[config.mk]
export PLATFORM = sky130hd
export DESIGN_NAME = script_text_tokenizer_unit
export DESIGN_NICKNAME = d
export VERILOG_FILES = /design/src/hdl/stt_pkg.sv /design/src/hdl/stt_front.sv /design/src/hdl/stt_fifo.sv /design/src/hdl/stt_back.sv /design/src/hdl/script_text_tokenizer_unit.sv
export SDC_FILE = /design/constraint.sdc
export NUM_CORES = 1
export LEC_CHECK = 0
export BUFFER_PORTS_ARGS = -buffer_cell sky130_fd_sc_hd__buf_2
export CORE_MARGIN = 1
export CORE_UTILIZATION = 45
export CTS_CLUSTER_SIZE = 30
export DETAILED_ROUTE_END_ITERATION = 12
export HOLD_SLACK_MARGIN = 0.05
export SYNTH_ARGS = -nofsm -noshare
export SYNTH_HDL_FRONTEND = slang
export SYNTH_SLANG_ARGS = --single-unit
[constraint.sdc]
create_clock -name clk -period 4.5 [get_ports clk]
set_input_delay 0.45 -clock clk [delete_from_list [all_inputs] [get_ports clk]]
set_output_delay 0.45 -clock clk [all_outputs]
set_load 0.01 [all_outputs]
[src/hdl/stt_pkg.sv]
// ----------------------------------------------------------------------------
// stt_pkg
// Shared types, codes and character constants for the script text tokenizer.
// ----------------------------------------------------------------------------
package stt_pkg;

	localparam int LINE_BITS_DEF   = 16;
	localparam int QUEUE_DEPTH_DEF = 4;
	localparam int LINE_OUT_BITS   = 16;

	localparam logic [1:0] MODE_IDLE   = 2'd0;
	localparam logic [1:0] MODE_STRING = 2'd1;
	localparam logic [1:0] MODE_WORD   = 2'd2;
	localparam logic [1:0] MODE_NUMBER = 2'd3;

	localparam logic [3:0] KIND_STRING = 4'd0;
	localparam logic [3:0] KIND_PRINT  = 4'd1;
	localparam logic [3:0] KIND_IDENT  = 4'd2;
	localparam logic [3:0] KIND_NUMBER = 4'd3;
	localparam logic [3:0] KIND_PLUS   = 4'd4;
	localparam logic [3:0] KIND_EQUALS = 4'd5;
	localparam logic [3:0] KIND_LPAREN = 4'd6;
	localparam logic [3:0] KIND_RPAREN = 4'd7;
	localparam logic [3:0] KIND_EOF    = 4'd8;

	localparam logic [7:0] CH_QUOTE   = 8'h22;
	localparam logic [7:0] CH_UNDER   = 8'h5F;
	localparam logic [7:0] CH_PLUS    = 8'h2B;
	localparam logic [7:0] CH_EQUALS  = 8'h3D;
	localparam logic [7:0] CH_LPAREN  = 8'h28;
	localparam logic [7:0] CH_RPAREN  = 8'h29;
	localparam logic [7:0] CH_NEWLINE = 8'h0A;

	localparam logic [2:0] KEYWORD_LEN = 3'd5;

	typedef struct packed {
		logic       ev;
		logic [3:0] kind;
		logic [7:0] ch;
	} res_t;

	typedef struct packed {
		logic                     two;
		res_t                     first;
		res_t                     second;
		logic [LINE_OUT_BITS-1:0] line;
	} cmd_t;

	typedef struct packed {
		logic [1:0] mode;
		logic       line_at_one;
	} stat_t;

	function automatic logic [7:0] keyword_char(input logic [2:0] idx);
		logic [7:0] ch;
		case (idx)
			3'd0:    ch = 8'h70;
			3'd1:    ch = 8'h72;
			3'd2:    ch = 8'h69;
			3'd3:    ch = 8'h6E;
			3'd4:    ch = 8'h74;
			default: ch = 8'h00;
		endcase
		return ch;
	endfunction

endpackage

[src/hdl/stt_front.sv]
// ----------------------------------------------------------------------------
// stt_front
// Accepts source bytes, tracks scan mode, line count and the keyword matcher,
// and turns a byte into at most one queue command of up to two results.
// ----------------------------------------------------------------------------
module stt_front #(
	parameter int LINE_BITS = stt_pkg::LINE_BITS_DEF
) (
	input  logic          clk,
	input  logic          arst_n,
	input  logic          accept,
	input  logic [7:0]    text_byte,
	input  logic          end_of_source,
	output logic          push,
	output stt_pkg::cmd_t push_data,
	output stt_pkg::stat_t status
);

	logic [1:0]           mode_q, mode_d;
	logic [2:0]           kp_q, kp_d;
	logic                 km_q, km_d;
	logic [LINE_BITS-1:0] line_q, line_d;
	logic [stt_pkg::LINE_OUT_BITS-1:0] line_out;

	stt_pkg::res_t pre, post, close_res;
	logic          pre_v, post_v, run_idle;
	logic          is_hi, is_letter, is_digit, is_space, is_wordch;

	generate
		if (LINE_BITS > stt_pkg::LINE_OUT_BITS) begin : g_sat
			assign line_out = (line_q[LINE_BITS-1:stt_pkg::LINE_OUT_BITS] != '0) ? '1 :
				line_q[stt_pkg::LINE_OUT_BITS-1:0];
		end else begin : g_ext
			assign line_out = stt_pkg::LINE_OUT_BITS'(line_q);
		end
	endgenerate

	assign is_hi     = text_byte[7];
	assign is_letter = (text_byte >= 8'h61 && text_byte <= 8'h7A) ||
		(text_byte >= 8'h41 && text_byte <= 8'h5A);
	assign is_digit  = text_byte >= 8'h30 && text_byte <= 8'h39;
	assign is_space  = text_byte == 8'h20 || (text_byte >= 8'h09 && text_byte <= 8'h0D);
	assign is_wordch = is_letter || is_digit || text_byte == stt_pkg::CH_UNDER;

	always_comb begin
		close_res = '0;
		close_res.ev = 1'b1;
		case (mode_q)
			stt_pkg::MODE_STRING: close_res.kind = stt_pkg::KIND_STRING;
			stt_pkg::MODE_WORD: close_res.kind = (!km_q && kp_q == stt_pkg::KEYWORD_LEN) ?
				stt_pkg::KIND_PRINT : stt_pkg::KIND_IDENT;
			default: close_res.kind = stt_pkg::KIND_NUMBER;
		endcase
	end

	always_comb begin
		mode_d   = mode_q;
		kp_d     = kp_q;
		km_d     = km_q;
		line_d   = line_q;
		pre      = close_res;
		pre_v    = 1'b0;
		post     = '0;
		post_v   = 1'b0;
		run_idle = 1'b0;

		if (end_of_source) begin
			pre_v     = mode_q != stt_pkg::MODE_IDLE;
			post_v    = 1'b1;
			post.ev   = 1'b1;
			post.kind = stt_pkg::KIND_EOF;
			mode_d    = stt_pkg::MODE_IDLE;
			kp_d      = '0;
			km_d      = 1'b0;
			line_d    = LINE_BITS'(1);
		end else begin
			unique case (mode_q)
				stt_pkg::MODE_STRING: begin
					if (text_byte == stt_pkg::CH_QUOTE) begin
						pre_v  = 1'b1;
						mode_d = stt_pkg::MODE_IDLE;
						kp_d   = '0;
						km_d   = 1'b0;
					end else begin
						post_v    = 1'b1;
						post.kind = stt_pkg::KIND_STRING;
						post.ch   = text_byte;
					end
				end
				stt_pkg::MODE_WORD: begin
					if (is_wordch) begin
						if (!km_q && kp_q < stt_pkg::KEYWORD_LEN &&
							text_byte == stt_pkg::keyword_char(kp_q)) begin
							kp_d = kp_q + 3'd1;
						end else begin
							km_d = 1'b1;
						end
						post_v    = 1'b1;
						post.kind = stt_pkg::KIND_IDENT;
						post.ch   = text_byte;
					end else begin
						pre_v    = 1'b1;
						mode_d   = stt_pkg::MODE_IDLE;
						kp_d     = '0;
						km_d     = 1'b0;
						run_idle = 1'b1;
					end
				end
				stt_pkg::MODE_NUMBER: begin
					if (is_digit) begin
						post_v    = 1'b1;
						post.kind = stt_pkg::KIND_NUMBER;
						post.ch   = text_byte;
					end else begin
						pre_v    = 1'b1;
						mode_d   = stt_pkg::MODE_IDLE;
						kp_d     = '0;
						km_d     = 1'b0;
						run_idle = 1'b1;
					end
				end
				default: begin
					run_idle = 1'b1;
				end
			endcase

			if (run_idle && !is_hi) begin
				if (is_space) begin
					if (text_byte == stt_pkg::CH_NEWLINE && line_q != '1) begin
						line_d = line_q + LINE_BITS'(1);
					end
				end else if (text_byte == stt_pkg::CH_QUOTE) begin
					mode_d = stt_pkg::MODE_STRING;
				end else if (is_letter) begin
					mode_d    = stt_pkg::MODE_WORD;
					kp_d      = (text_byte == stt_pkg::keyword_char(3'd0)) ? 3'd1 : 3'd0;
					km_d      = text_byte != stt_pkg::keyword_char(3'd0);
					post_v    = 1'b1;
					post.kind = stt_pkg::KIND_IDENT;
					post.ch   = text_byte;
				end else if (is_digit) begin
					mode_d    = stt_pkg::MODE_NUMBER;
					post_v    = 1'b1;
					post.kind = stt_pkg::KIND_NUMBER;
					post.ch   = text_byte;
				end else if (text_byte == stt_pkg::CH_PLUS) begin
					post_v    = 1'b1;
					post.ev   = 1'b1;
					post.kind = stt_pkg::KIND_PLUS;
				end else if (text_byte == stt_pkg::CH_EQUALS) begin
					post_v    = 1'b1;
					post.ev   = 1'b1;
					post.kind = stt_pkg::KIND_EQUALS;
				end else if (text_byte == stt_pkg::CH_LPAREN) begin
					post_v    = 1'b1;
					post.ev   = 1'b1;
					post.kind = stt_pkg::KIND_LPAREN;
				end else if (text_byte == stt_pkg::CH_RPAREN) begin
					post_v    = 1'b1;
					post.ev   = 1'b1;
					post.kind = stt_pkg::KIND_RPAREN;
				end
			end
		end
	end

	assign push             = accept && (pre_v || post_v);
	assign push_data.two    = pre_v && post_v;
	assign push_data.first  = pre_v ? pre : post;
	assign push_data.second = post;
	assign push_data.line   = line_out;

	assign status.mode        = mode_q;
	assign status.line_at_one = line_q == LINE_BITS'(1);

	always_ff @(posedge clk or negedge arst_n) begin
		if (!arst_n) begin
			mode_q <= stt_pkg::MODE_IDLE;
			kp_q   <= '0;
			km_q   <= 1'b0;
			line_q <= LINE_BITS'(1);
		end else if (accept) begin
			mode_q <= mode_d;
			kp_q   <= kp_d;
			km_q   <= km_d;
			line_q <= line_d;
		end
	end

endmodule

[src/hdl/stt_fifo.sv]
// ----------------------------------------------------------------------------
// stt_fifo
// Short command queue between the classifying front and the output back end.
// ----------------------------------------------------------------------------
module stt_fifo #(
	parameter int DEPTH = stt_pkg::QUEUE_DEPTH_DEF
) (
	input  logic          clk,
	input  logic          arst_n,
	input  logic          push,
	input  stt_pkg::cmd_t push_data,
	input  logic          pop,
	output stt_pkg::cmd_t pop_data,
	output logic          empty,
	output logic          full
);

	localparam int AW = (DEPTH > 1) ? $clog2(DEPTH) : 1;
	localparam int CW = $clog2(DEPTH + 1);

	stt_pkg::cmd_t mem_q [DEPTH];
	logic [AW-1:0] wr_q, rd_q;
	logic [CW-1:0] count_q;

	assign empty    = count_q == '0;
	assign full     = count_q == CW'(DEPTH);
	assign pop_data = mem_q[rd_q];

	always_ff @(posedge clk) begin
		if (push) begin
			mem_q[wr_q] <= push_data;
		end
	end

	always_ff @(posedge clk or negedge arst_n) begin
		if (!arst_n) begin
			wr_q    <= '0;
			rd_q    <= '0;
			count_q <= '0;
		end else begin
			if (push) begin
				wr_q <= (wr_q == AW'(DEPTH - 1)) ? '0 : wr_q + AW'(1);
			end
			if (pop) begin
				rd_q <= (rd_q == AW'(DEPTH - 1)) ? '0 : rd_q + AW'(1);
			end
			if (push && !pop) begin
				count_q <= count_q + CW'(1);
			end else if (pop && !push) begin
				count_q <= count_q - CW'(1);
			end
		end
	end

endmodule

[src/hdl/stt_back.sv]
// ----------------------------------------------------------------------------
// stt_back
// Holds one queued command and delivers its one or two results as output words.
// ----------------------------------------------------------------------------
module stt_back (
	input  logic          clk,
	input  logic          arst_n,
	input  logic          q_empty,
	input  stt_pkg::cmd_t q_data,
	output logic          q_pop,
	output logic          out_valid,
	input  logic          out_stall,
	output logic          event_res,
	output logic [3:0]    kind,
	output logic [7:0]    token_char,
	output logic [15:0]   line_number,
	output logic          last
);

	stt_pkg::cmd_t cur_q;
	logic          cur_v_q;
	logic          phase_q;
	logic          out_acc, done;
	stt_pkg::res_t sel;

	assign out_acc = cur_v_q && !out_stall;
	assign done    = out_acc && (!cur_q.two || phase_q);
	assign q_pop   = !q_empty && (!cur_v_q || done);

	assign sel         = phase_q ? cur_q.second : cur_q.first;
	assign out_valid   = cur_v_q;
	assign event_res   = sel.ev;
	assign kind        = sel.kind;
	assign token_char  = sel.ch;
	assign line_number = cur_q.line;
	assign last        = !cur_q.two || phase_q;

	always_ff @(posedge clk) begin
		if (q_pop) begin
			cur_q <= q_data;
		end
	end

	always_ff @(posedge clk or negedge arst_n) begin
		if (!arst_n) begin
			cur_v_q <= 1'b0;
			phase_q <= 1'b0;
		end else begin
			if (q_pop) begin
				cur_v_q <= 1'b1;
				phase_q <= 1'b0;
			end else if (done) begin
				cur_v_q <= 1'b0;
				phase_q <= 1'b0;
			end else if (out_acc) begin
				phase_q <= 1'b1;
			end
		end
	end

endmodule

[src/hdl/script_text_tokenizer_unit.sv]
// ----------------------------------------------------------------------------
// script_text_tokenizer_unit
// Streaming tokenizer for a small script language, one source byte per word.
// ----------------------------------------------------------------------------
// The unit takes one source byte per cycle while the queue is not full and gives
// one output word per cycle while out_stall is low. Most bytes give zero or one
// word; a byte that closes a word or number and is itself a token, or an end
// marker that flushes an open token, gives two. Those extra words drain through
// a command queue of QUEUE_DEPTH entries, and the input stalls only when that
// queue is full. An accepted byte's command is registered into the queue and
// then into the back end's holding register before its word leaves.
module script_text_tokenizer_unit #(
	parameter int LINE_BITS   = stt_pkg::LINE_BITS_DEF,
	parameter int QUEUE_DEPTH = stt_pkg::QUEUE_DEPTH_DEF
) (
	input  logic        clk,
	input  logic        arst_n,
	input  logic        in_valid,
	output logic        in_stall,
	input  logic [7:0]  text_byte,
	input  logic        end_of_source,
	output logic        out_valid,
	input  logic        out_stall,
	output logic        event_res,
	output logic [3:0]  kind,
	output logic [7:0]  token_char,
	output logic [15:0] line_number,
	output logic        last
);

	logic           in_acc;
	logic           push, pop, q_empty, q_full;
	stt_pkg::cmd_t  push_data, pop_data;
	stt_pkg::stat_t status;

	assign in_stall = q_full;
	assign in_acc   = in_valid && !in_stall;

	stt_front #(
		.LINE_BITS(LINE_BITS)
	) u_front (
		.clk          (clk),
		.arst_n       (arst_n),
		.accept       (in_acc),
		.text_byte    (text_byte),
		.end_of_source(end_of_source),
		.push         (push),
		.push_data    (push_data),
		.status       (status)
	);

	stt_fifo #(
		.DEPTH(QUEUE_DEPTH)
	) u_fifo (
		.clk      (clk),
		.arst_n   (arst_n),
		.push     (push),
		.push_data(push_data),
		.pop      (pop),
		.pop_data (pop_data),
		.empty    (q_empty),
		.full     (q_full)
	);

	stt_back u_back (
		.clk        (clk),
		.arst_n     (arst_n),
		.q_empty    (q_empty),
		.q_data     (pop_data),
		.q_pop      (pop),
		.out_valid  (out_valid),
		.out_stall  (out_stall),
		.event_res  (event_res),
		.kind       (kind),
		.token_char (token_char),
		.line_number(line_number),
		.last       (last)
	);

	a_eof_resets_state: assert property (@(posedge clk) disable iff (!arst_n)
		in_acc && end_of_source |=>
			status.mode == stt_pkg::MODE_IDLE && status.line_at_one)
		else $error("scan state not reset after end of source");

	a_second_word_follows: assert property (@(posedge clk) disable iff (!arst_n)
		out_valid && !last |=> out_valid)
		else $error("second word of a byte was dropped");

	a_eof_is_last: assert property (@(posedge clk) disable iff (!arst_n)
		out_valid && kind == stt_pkg::KIND_EOF |-> last && event_res)
		else $error("end of file word is not a closing last word");

endmodule
* Word-level counts from Yosys, hierarchy flattened
Memory sizes are Yosys's and may differ from the RTL's. A register that Yosys moved wholly into a read port is not among the register bits.
Cells that the tools add are included.
** Storage, ports and cells
- Memory bits (writable) :: 172
- Memories :: 1
- Output and inout port bits :: 32
- Bits of input ports :: 13
- Register bits :: 31
** Cells by class
- $lt $le $gt $ge :: 9
- Reduce and logical (&&, ||, !) cells :: 43
- $add $sub $neg :: 6
- Eq/ne operators :: 23
- Muxes and demuxes :: 93
** Memories
- u_fifo.mem_q :: words 4, width 43, read ports 1, clocked after Yosys merged registers in 1, write ports 1, line stt_fifo.sv:21 : stt_pkg::cmd_t mem_q [DEPTH];
** Operators with widths (count)
- $mux W13 :: 5
- $mux W16 :: 4
- $eq A8 B6 Y1 const B :: 6
- $mux W8 :: 6
- $mux W1 :: 37
- $pmux W12 S3 :: 1
- $pmux W7 S5 :: 1
- $mux W3 :: 11
- $mux W5 :: 5
- $mux W2 :: 12
- $mux W10 :: 2
- $logic_and A1 B1 Y1 :: 17
- $add A16 B1 Y16 const B :: 1
- $eq A8 B7 Y1 const B :: 2
- $ge A8 B7 Y1 const B :: 2
- $le A8 B7 Y1 const B :: 2
- $ne A16 B16 Y1 const B :: 1
- $mux W12 :: 1
- $pmux W1 S3 :: 4
- $reduce_bool A2 Y1 :: 6
- $eq A3 B3 Y1 const B :: 3
- $logic_not A1 Y1 :: 9
- $pmux W3 S3 :: 1
- $eq A2 B2 Y1 const B :: 4
- other kinds (21) :: 31

* Logic depth before layout (Yosys ltp)
Gate-level depths: netlist of run 1.
- Depth in word-level cells :: 23
- Depth in mapped cells :: 13
- Depth with buffers taken out :: 12

* By module
From an unflattened synthesis of run 1, not the netlist that was laid out.
** Unflattened totals
- Cells, all modules :: 637
- Area, all modules :: 10672.7 um2
** Modules (own cells, without submodules)
- stt_fifo :: cells an instance 262, times used 1, area an instance 6681.4 um2, sequential area each 5340.1 um2
- stt_front :: cells an instance 290, times used 1, area an instance 2252.2 um2, sequential area each 551.8 um2
- stt_back :: cells an instance 84, times used 1, area an instance 1725.4 um2, sequential area each 1341.3 um2
- script_text_tokenizer_unit :: cells an instance 1, times used 1, area an instance 13.8 um2, sequential area each 0.0 um2

* Worst setup path after synthesis of run 1
No wires, ideal clock.
- Path type :: input to register
- Start :: input text_byte[0]
- End :: memory u_fifo.mem_q[3][0] in the netlist's numbering, enable pin
- Library setup time :: 0.405 ns
- Slack :: 1.193 ns
- Path buffers :: 1
- Data arrival time :: 2.902 ns
- Stages on the path :: 8
- Cells stage by stage :: buf_2 nor2_1 nand3b_1 a311o_1 nand2_2 nand3_4 a41oi_4 and2_1
** On the way
- Word-level cells in the longest chain between the ends :: 21
** RTL lines
- start, declared :: line script_text_tokenizer_unit.sv:20 : input logic [7:0] text_byte,
- $ge A8 B7 Y1 (tied with other cells) :: line stt_front.sv:39 : assign is_letter = (text_byte >= 8'h61 && text_byte <= 8'h7A) ||
- $logic_and A1 B1 Y1, on equally long branches :: line stt_front.sv:39, stt_front.sv:40
- $logic_or A1 B1 Y1 :: line stt_front.sv:39
- $logic_or A1 B1 Y1 (2 in series) :: line stt_front.sv:43 : assign is_wordch = is_letter || is_digit || text_byte == stt_pkg::CH_UNDER;
- $mux W1 :: line stt_front.sv:91 : if (is_wordch) begin
- $pmux W1 S3 :: line stt_front.sv:77 : unique case (mode_q)
- $mux W1 :: line stt_front.sv:158 : end else if (text_byte == stt_pkg::CH_RPAREN) begin
- $mux W1 :: line stt_front.sv:154 : end else if (text_byte == stt_pkg::CH_LPAREN) begin
- [5 not listed]
- $mux W1 :: line stt_front.sv:128 : if (is_space) begin
- $mux W1 :: line stt_front.sv:127 : if (run_idle && !is_hi) begin
- $mux W1 :: line stt_front.sv:67 : if (end_of_source) begin
- $logic_or A1 B1 Y1 (*) :: line stt_front.sv:167 : assign push = accept && (pre_v || post_v);
- $logic_and A1 B1 Y1 (*) :: line stt_front.sv:167
- net push :: line script_text_tokenizer_unit.sv:32 : logic push, pop, q_empty, q_full;
- $mux W1 (*) :: line stt_fifo.sv:30 : if (push) begin
- $mux W1 (implied by the code) (*) :: line stt_fifo.sv:31 : mem_q[wr_q] <= push_data;
- end, declared :: line stt_fifo.sv:21
The timed path passes the listed nets; every way through them passes the cells marked *. The select of a mux whose other input is x is not followed.

* Worst setup path after layout of run 1
- Start :: register u_front.mode_q[1]
- End :: memory u_fifo.mem_q[0][24] in the netlist's numbering, enable pin
** On the way
- Word-level cells in the longest chain between the ends :: 16
** RTL lines
- start, declared :: line stt_front.sv:19 : logic [1:0] mode_q, mode_d;
- start signal, assigned :: line stt_front.sv:178 : mode_q <= stt_pkg::MODE_IDLE;
- start signal, assigned :: line stt_front.sv:183 : mode_q <= mode_d;
- $eq A2 B2 Y1 / $eq A2 B1 Y1 (equally long branches) :: line stt_front.sv:77
- $pmux W1 S3 :: line stt_front.sv:77
- $mux W1 :: line stt_front.sv:158
- $mux W1 :: line stt_front.sv:154
- $mux W1 :: line stt_front.sv:150 : end else if (text_byte == stt_pkg::CH_EQUALS) begin
- $mux W1 :: line stt_front.sv:146 : end else if (text_byte == stt_pkg::CH_PLUS) begin
- $mux W1 :: line stt_front.sv:141 : end else if (is_digit) begin
- $mux W1 :: line stt_front.sv:134 : end else if (is_letter) begin
- $mux W1 :: line stt_front.sv:132 : end else if (text_byte == stt_pkg::CH_QUOTE) begin
- $mux W1 :: line stt_front.sv:128
- $mux W1 :: line stt_front.sv:127
- $mux W1 :: line stt_front.sv:67
- $logic_or A1 B1 Y1 (*) :: line stt_front.sv:167
- $logic_and A1 B1 Y1 (*) :: line stt_front.sv:167
- net push :: line script_text_tokenizer_unit.sv:32
- $mux W1 (*) :: line stt_fifo.sv:30
- $mux W1 (implied by the code) (*) :: line stt_fifo.sv:31
Marks and branches as above.

==> reports/qor.csv, run 1 <==
stage;metric;value;unit
run_status;status;finished clean;
pwr;power_frac_seq;50.1;%
pwr;power_frac_comb;21.6;%
pwr;powerDensity;578;nW/um^2
sta;fmax;0.298;GHz
clock_tree;h-tree-depth;1;
yosys;synthCells;623;
global_route;top_usage_layer;met2;
final_layout;layout_commonest_cell;edfxtp_1;
clock_tree;numCtsBuffers;25;
yosys;async_flop_share;12.6;%
clock_tree;clockBufferDepth;3;
die;die_w;154;microns
clock_tree;post-cts-setup-buffers;0;
route;drt_iter0_markers;370;
die;start_util;45.9;%
sta;setup_viol;0;
yosys;netlist_top_cells_area;edfxtp_1 (62%), mux4_2 (9.3%), dfrtp_1 (7.2%), mux2_2 (1.5%), ha_1 (1.4%);
critical_path;startpoint;u_front.mode_q[1];
critical_path;critPathKind;reg2reg;
die;die_area;23700;sq um
critical_path;startpoint_type;flop;
sta;finClkSkew;0.0143;ns
final_layout;area_delta_synth_final;11.2;%
sta;period_share;74.6;%
pwr;switching_share;27.6;%
placed_design;place_congestion;0.814;
global_route;overflow;0;
critical_path;path_cells;or2_1, a21oi_1, o31a_1, o21ai_1, and3_1, a41oi_4, and2_2, buf_4;
critical_path;critical_path_depth;8;
yosys;synth_cell_types;72;
critical_path;critPathMaxFanout;22;
placed_design;hpwl;13300;microns
critical_path;cp-end-kind;flop;
die;core_area;22600;sq um
route;wl_per_cell;21.4;microns
final_layout;drive_gt1_share;24.3;%
critical_path;r2r_slack;1.14;ns
critical_path;cp_slowest_stage_delay;0.62;ns
global_route;grt_pass1_wl;32800;microns
yosys;synth_top_flop_cell;edfxtp_1;
yosys;syn_area;10400;sq um
pwr;p_switching;1.85;mW
pwr;power.total;6.69;mW
pwr;intPower;4.84;mW
yosys;synth_edf_count;215;
route;dr.pass1.iters;4;
yosys;synth_top_area_cell;edfxtp_1;
placed_design;dpl_worst_slack;1.02;ns
global_route;gr-usage-met2;31.1;%
critical_path;crit_family;simple AND/OR/NAND/NOR gates;
global_route;grt_antenna_before_repair;0;
sta;finalHoldViolCount;0;
clock_tree;cts_tree;done;
route;route.detailed.drc;0;
route;vias;5438;
final_layout;nFillCells;1823;
pwr;power_leakage;4.06;nW
critical_path;cp.required;4.71;ns
placed_design;dpl_cell_area;10800;sq um
die;io_pins;45;
global_route;grt_use_total;18.2;%
sta;rsz0062_at_grt;false;
critical_path;crit_path_end;u_fifo.mem_q[0][24];
sta;fin_setup_tns;0;ns
final_layout;layout_common_cells;edfxtp_1 (215), buf_2 (44), mux4_2 (43);
worst_hold_path;hold_path_class;in2reg;
final_layout;final_cell_count_no_fill;959;
die;die-height;154;microns
critical_path;path_buf_inv;1;
global_route;grt_use_met1;24.7;%
critical_path;worstPathArrival;3.57;ns
clock_tree;clk-insertion-delay-late;0.52;ns
clock_tree;cts.sinks;246;
yosys;ys_ff_latch;246;
critical_path;rr_startpoint;u_front.mode_q[1];
sta;period_needed;3.36;ns
final_layout;final_nets;681;
yosys;avgSynthCellArea;16.7;sq um
yosys;ys_seq_area_share;69.6;%
sta;whs;0.254;ns
die;rows;55;
global_route;use_met3;2.73;%
run;max_cap_violations;0;
pwr;power_frac_clock;28.3;%
yosys;yosysWarnings;0;
worst_hold_path;worstHoldPathCells;3;
route;wl;20500;microns
critical_path;slowest_stage;and2_2;
clock_tree;cts_root_buf;clkbuf_16;
global_route;grt_pass1_vias;5693;
route;postRouteAntennaNets;0;
yosys;synth_top_area_share;62.1;%
yosys;synth_fp_nets;649;
pwr;peakVddDrop;0.000378;V
critical_path;rr_endpoint;u_fifo.mem_q[0][24];
final_layout;antennaDiodeCount;0;
placed_design;dp.cells;912;
sta;slew_headroom;20.2;%
global_route;grt_max_degree;46;
sta;worst_slack;1.14;ns
final_layout;finish.instance_area;11600;sq um
final_layout;final_util;51.1;%
clock_tree;path_clk_slew;0.06;ns
sta;final-max-slew-violation-count;0;
placed_design;io_buffer_count;44;
critical_path;reg2reg_depth;8;
route;via_per_inst;5.67;
sta;worstMarginPinSlew;1.20;ns
-- area by class of cell --
cell class	instances	area (sq um)	area share, %
inverters	15	56.3	0.487
clock inverters	11	60.1	0.519
well taps	285	357	3.08
flip-flops and latches	246	7240	62.6
clock buffers	35	693	5.99
multi-input cells	315	2850	24.7
repair buffers	52	308	2.66
-- worst reg2reg max path: cells and delay by family, from the launching register on --
family,cells,cell delay (ns)
and+or+nand+nor,3,1.20
AOI/OAI and AO/OA,4,0.99
DFF,1,0.53
buffers and inverters,1,0.35
-- how the worst min path moves through the flow --
stage                            startpoint  slack (ns)                 to
after global routing              out_stall        0.27     u_back.phase_q
final                             out_stall        0.25   u_back.out_valid
after CTS                         out_stall        0.24   u_back.out_valid
after detailed placement  u_fifo.count_q[2]        0.48  u_fifo.count_q[2]
after global placement    u_fifo.count_q[2]        0.46  u_fifo.count_q[2]
after floorplan                      arst_n        0.15   u_back.out_valid
-- synthesized netlist by cell type, types with 6 or more instances --
library cell and count:
edfxtp_1 215, mux4_2 43, nor2_1 35, dfrtp_1 30, nand2_1 28, and3_1 20
clkbuf_1 19, buf_4 18, and2_1 16, nand3_1 15, inv_1 14, mux2_2 14
o21ai_0 13, xor2_1 13, ha_1 12, a21oi_1 8, buf_2 8, nor3_1 7
xnor2_1 6
-- timing repair --
action | 4_1_cts | 5_1_grt
hold endpoints to repair | 30 | 0
hold buffers | 1 | 0
resized for setup | 0 | 0
-- kinds of logic (layout without fill, tap and decap cells) --
family                   Yosys count  in the layout  synth area share (%)
AND/OR/NAND/NOR                  155            155                  8.05
flip-flops                       246            246                  69.6
multiplexers                      61             61                  11.3
adder cells (fa/ha/maj)           13             13                  1.64
XOR/XNOR                          19             19                  1.60
buffers and inverters             62            113                  3.06
AO/OA/AOI/OAI                     67             67                  4.80
-- sequential cells by signal (all words and copies together) (netlist names) --
register            count
u_fifo.rd_q             2
u_back.line_number     16
u_back.out_valid        1
u_fifo.wr_q             2
u_back.cur_q           27
u_front.kp_q            3
u_front.km_q            1
u_back.phase_q          1
u_fifo.mem_q          172
u_front.line_out       16
u_fifo.count_q          3
u_front.mode_q          2
-- power groups by stage --
stage	clock [mW]	combinational (mW)	sequential [mW]
final	1.89	1.44	3.35
after global routing	2.03	1.59	3.42
after CTS	1.93	1.49	3.37
after detailed placement	0	1.48	3.42
after global placement	0	1.46	3.40
after floorplan	0	1.22	3.20
-- layer usage --
metal,wire length (microns),up-vias
met5,0,-
met4,238,0
met3,876,21
met2,10200,132
met1,9170,2809
li1,-,2476
Note: power is estimated with default switching activity, not from simulation.
==> run 2: changes to the inputs <==
Settings changed: ABC_AREA set to 1.
Clock period 4.5 ns to 3 ns, I/O delays scaled along.
==> run 2 against run 1 <==
  * Via count up 27%
  * Global-route usage up 1.5 points
  * Clock skew down 0.0070 ns
  * Clock power up 64%
  * Non-clock buffer count up 13
  * Clock-buffer cell count down 3
  * Combinational power up 110%
  * Register-to-register slack worse by 0.73 ns
  * Core utilization up 1.7 points
  * Total power up 66%
==> reports/qor.csv, run 2 <==
stage;metric;value;unit
run_status;status;finished clean;
die;die_w;156;microns
global_route;overflow;0;
yosys;synth_edf_count;215;
die;rows;55;
clock_tree;cts.sinks;246;
yosys;ys_ff_latch;246;
sta;period_share;86.2;%
critical_path;startpoint_type;flop;
clock_tree;numCtsBuffers;26;
clock_tree;post-cts-setup-buffers;0;
yosys;syn_area;10600;sq um
die;die_area;24300;sq um
final_layout;layout_commonest_cell;edfxtp_1;
pwr;power.total;11.1;mW
pwr;peakVddDrop;0.000616;V
final_layout;regArea;7240;sq um
final_layout;reg_top3;u_fifo.mem_q x172, u_back.cur_q x27;
yosys;synth_top_area_share;60.6;%
yosys;synth_common_cells;edfxtp_1 (215), nand2_1 (141), nor2_1 (140), o21ai_0 (102), inv_1 (68);
run;max_cap_violations;0;
yosys;netlist_top_cells_area;edfxtp_1 (61%), dfrtp_1 (7.0%), nand2_1 (5.0%), nor2_1 (4.9%), o21ai_0 (4.8%);
final_layout;layout_common_cells;edfxtp_1 (215), nand2_1 (141), nor2_1 (135);
sta;period_needed;2.59;ns
route;postRouteAntennaNets;0;
clock_tree;h-tree-depth;1;
global_route;grt_max_degree;89;
pwr;powerDensity;920;nW/um^2
final_layout;nFillCells;1992;
pwr;power_leakage;4.58;nW
route;route.detailed.drc;0;
route;wl;23100;microns
yosys;synth_top_area_cell;edfxtp_1;
clock_tree;clk-insertion-delay-late;0.51;ns
die;io_pins;45;
final_layout;final_cell_count_no_fill;1309;
sta;final-max-slew-violation-count;0;
placed_design;hpwl;14100;microns
critical_path;cp-end-kind;flop;
sta;rsz0062_at_grt;false;
final_layout;drive_gt1_share;15.1;%
sta;slew_headroom;26.8;%
clock_tree;cts_tree;done;
sta;finClkSkew;0.00736;ns
placed_design;io_buffer_count;44;
yosys;avgSynthCellArea;11.4;sq um
critical_path;worstPathArrival;2.98;ns
placed_design;dp.cells;1261;
sta;worstMarginPinSlew;1.10;ns
die;core_area;22900;sq um
yosys;yosysWarnings;0;
die;die-height;156;microns
yosys;ys_seq_area_share;67.9;%
final_layout;area_delta_synth_final;13.5;%
route;vias;6923;
global_route;grt_use_total;19.7;%
global_route;grt_pass1_vias;6656;
final_layout;final_util;52.7;%
clock_tree;clockBufferDepth;3;
die;start_util;46.5;%
final_layout;largest_register_ffs;172;
critical_path;critPathMaxFanout;6;
route;drt_iter0_markers;449;
yosys;yosysMostFrequentCell;edfxtp_1;
placed_design;place_congestion;0.866;
global_route;grt_antenna_before_repair;0;
route;dr.pass1.iters;5;
worst_hold_path;hold_path_class;in2reg;
sta;setup_viol;0;
route;via_per_inst;5.29;
sta;finalHoldViolCount;0;
final_layout;multi_input_area;2880;sq um
yosys;synth_fp_nets;963;
final_layout;finish.instance_area;12100;sq um
global_route;grt_pass1_wl;36400;microns
clock_tree;cts_root_buf;clkbuf_16;
yosys;synthCells;937;
critical_path;critPathKind;reg2reg;
final_layout;final_nets;1003;
yosys;async_flop_share;12.6;%
critical_path;cp.required;3.39;ns
route;wl_per_cell;17.7;microns
placed_design;dpl_cell_area;11200;sq um
clock_tree;path_clk_slew;0.06;ns
final_layout;top_register;u_fifo.mem_q;
yosys;synth_top_flop_cell;edfxtp_1;
sta;fmax;0.387;GHz
yosys;synth_cell_types;44;
final_layout;antennaDiodeCount;0;
[run 2: final timing paths]
path                              startpoint             endpoint  slack [ns]  depth (start not counted)
max                        u_front.mode_q[1]    u_fifo.count_q[2]        0.41                         16
min                                out_stall       u_back.phase_q        0.16                          4
max reg2reg                u_front.mode_q[1]    u_fifo.count_q[2]        0.41                         16
min reg2reg                u_fifo.count_q[2]     u_back.out_valid        0.52                          2
max in group asynchronous             arst_n       u_fifo.rd_q[0]        2.05                          2
min in group asynchronous             arst_n  u_front.line_out[8]        0.40                          2
[run 2: critical path, stage by stage, from the launching register on]
cell	delay (ns)
dfrtp_2	0.40
inv_1	0.08
nor2_2	0.16
nand4_2	0.15
nand3_2	0.13
nand3_2	0.10
nor2_4	0.14
nand2_1	0.10
nand3_2	0.10
nand2_2	0.06
inv_1	0.06
ha_1	0.14
inv_1	0.07
fa_1	0.39
a21oi_1	0.15
o21ai_0	0.10
xor2_1	0.15
[run 2: per-layer routing]
metal  wire (microns)  vias up  GRT usage (%)  part of all wire [%]
met4              450        0           5.70                   1.9
li1                 -     3349              -                     -
met1            10500     3349           27.1                    45
met3             1290       41           3.31                   5.6
met5                0        -              0                     0
met2            10900      184           32.1                    47
[run 2: power breakdown]
part           internal, mW  switching [mW]
combinational         0.959            2.10
clock                  1.85            1.25
sequential             4.71           0.246
total                  7.52            3.60
[run 2: through the flow]
stage          hold slack [ns]  setup WS [ns]  setup TNS [ns]
2_1_floorplan          0.00441         -0.673         -115.83
3_3_place_gp             0.413          0.229               0
3_5_place_dp             0.422          0.200               0
4_1_cts                  0.154          0.256               0
5_1_grt                  0.165         0.0493               0
6_report                 0.163          0.414               0
[run 2: final cells by class]
type / instances / area share, %
multi-input cells: 565 / 23.8
clock buffers: 32 / 5.91
repair buffers: 65 / 3.77
inverters: 73 / 2.33
flip-flops and latches: 246 / 59.9
well taps: 313 / 3.24
clock inverters: 15 / 1.04
[run 2: kinds of logic after synthesis]
family          synth area share, %
compound gates                 9.14
xor+xnor                      0.658
fa+ha+maj                      1.60
buf+inv                        5.39
flops                          67.9
mux                           0.106
simple gates                   15.2
[run 2: timing repair]
action	in CTS	in global routing
gates resized for setup	0	3
hold buffers	1	0
endpoints found under the setup margin	0	1
endpoints found under the hold margin	30	0
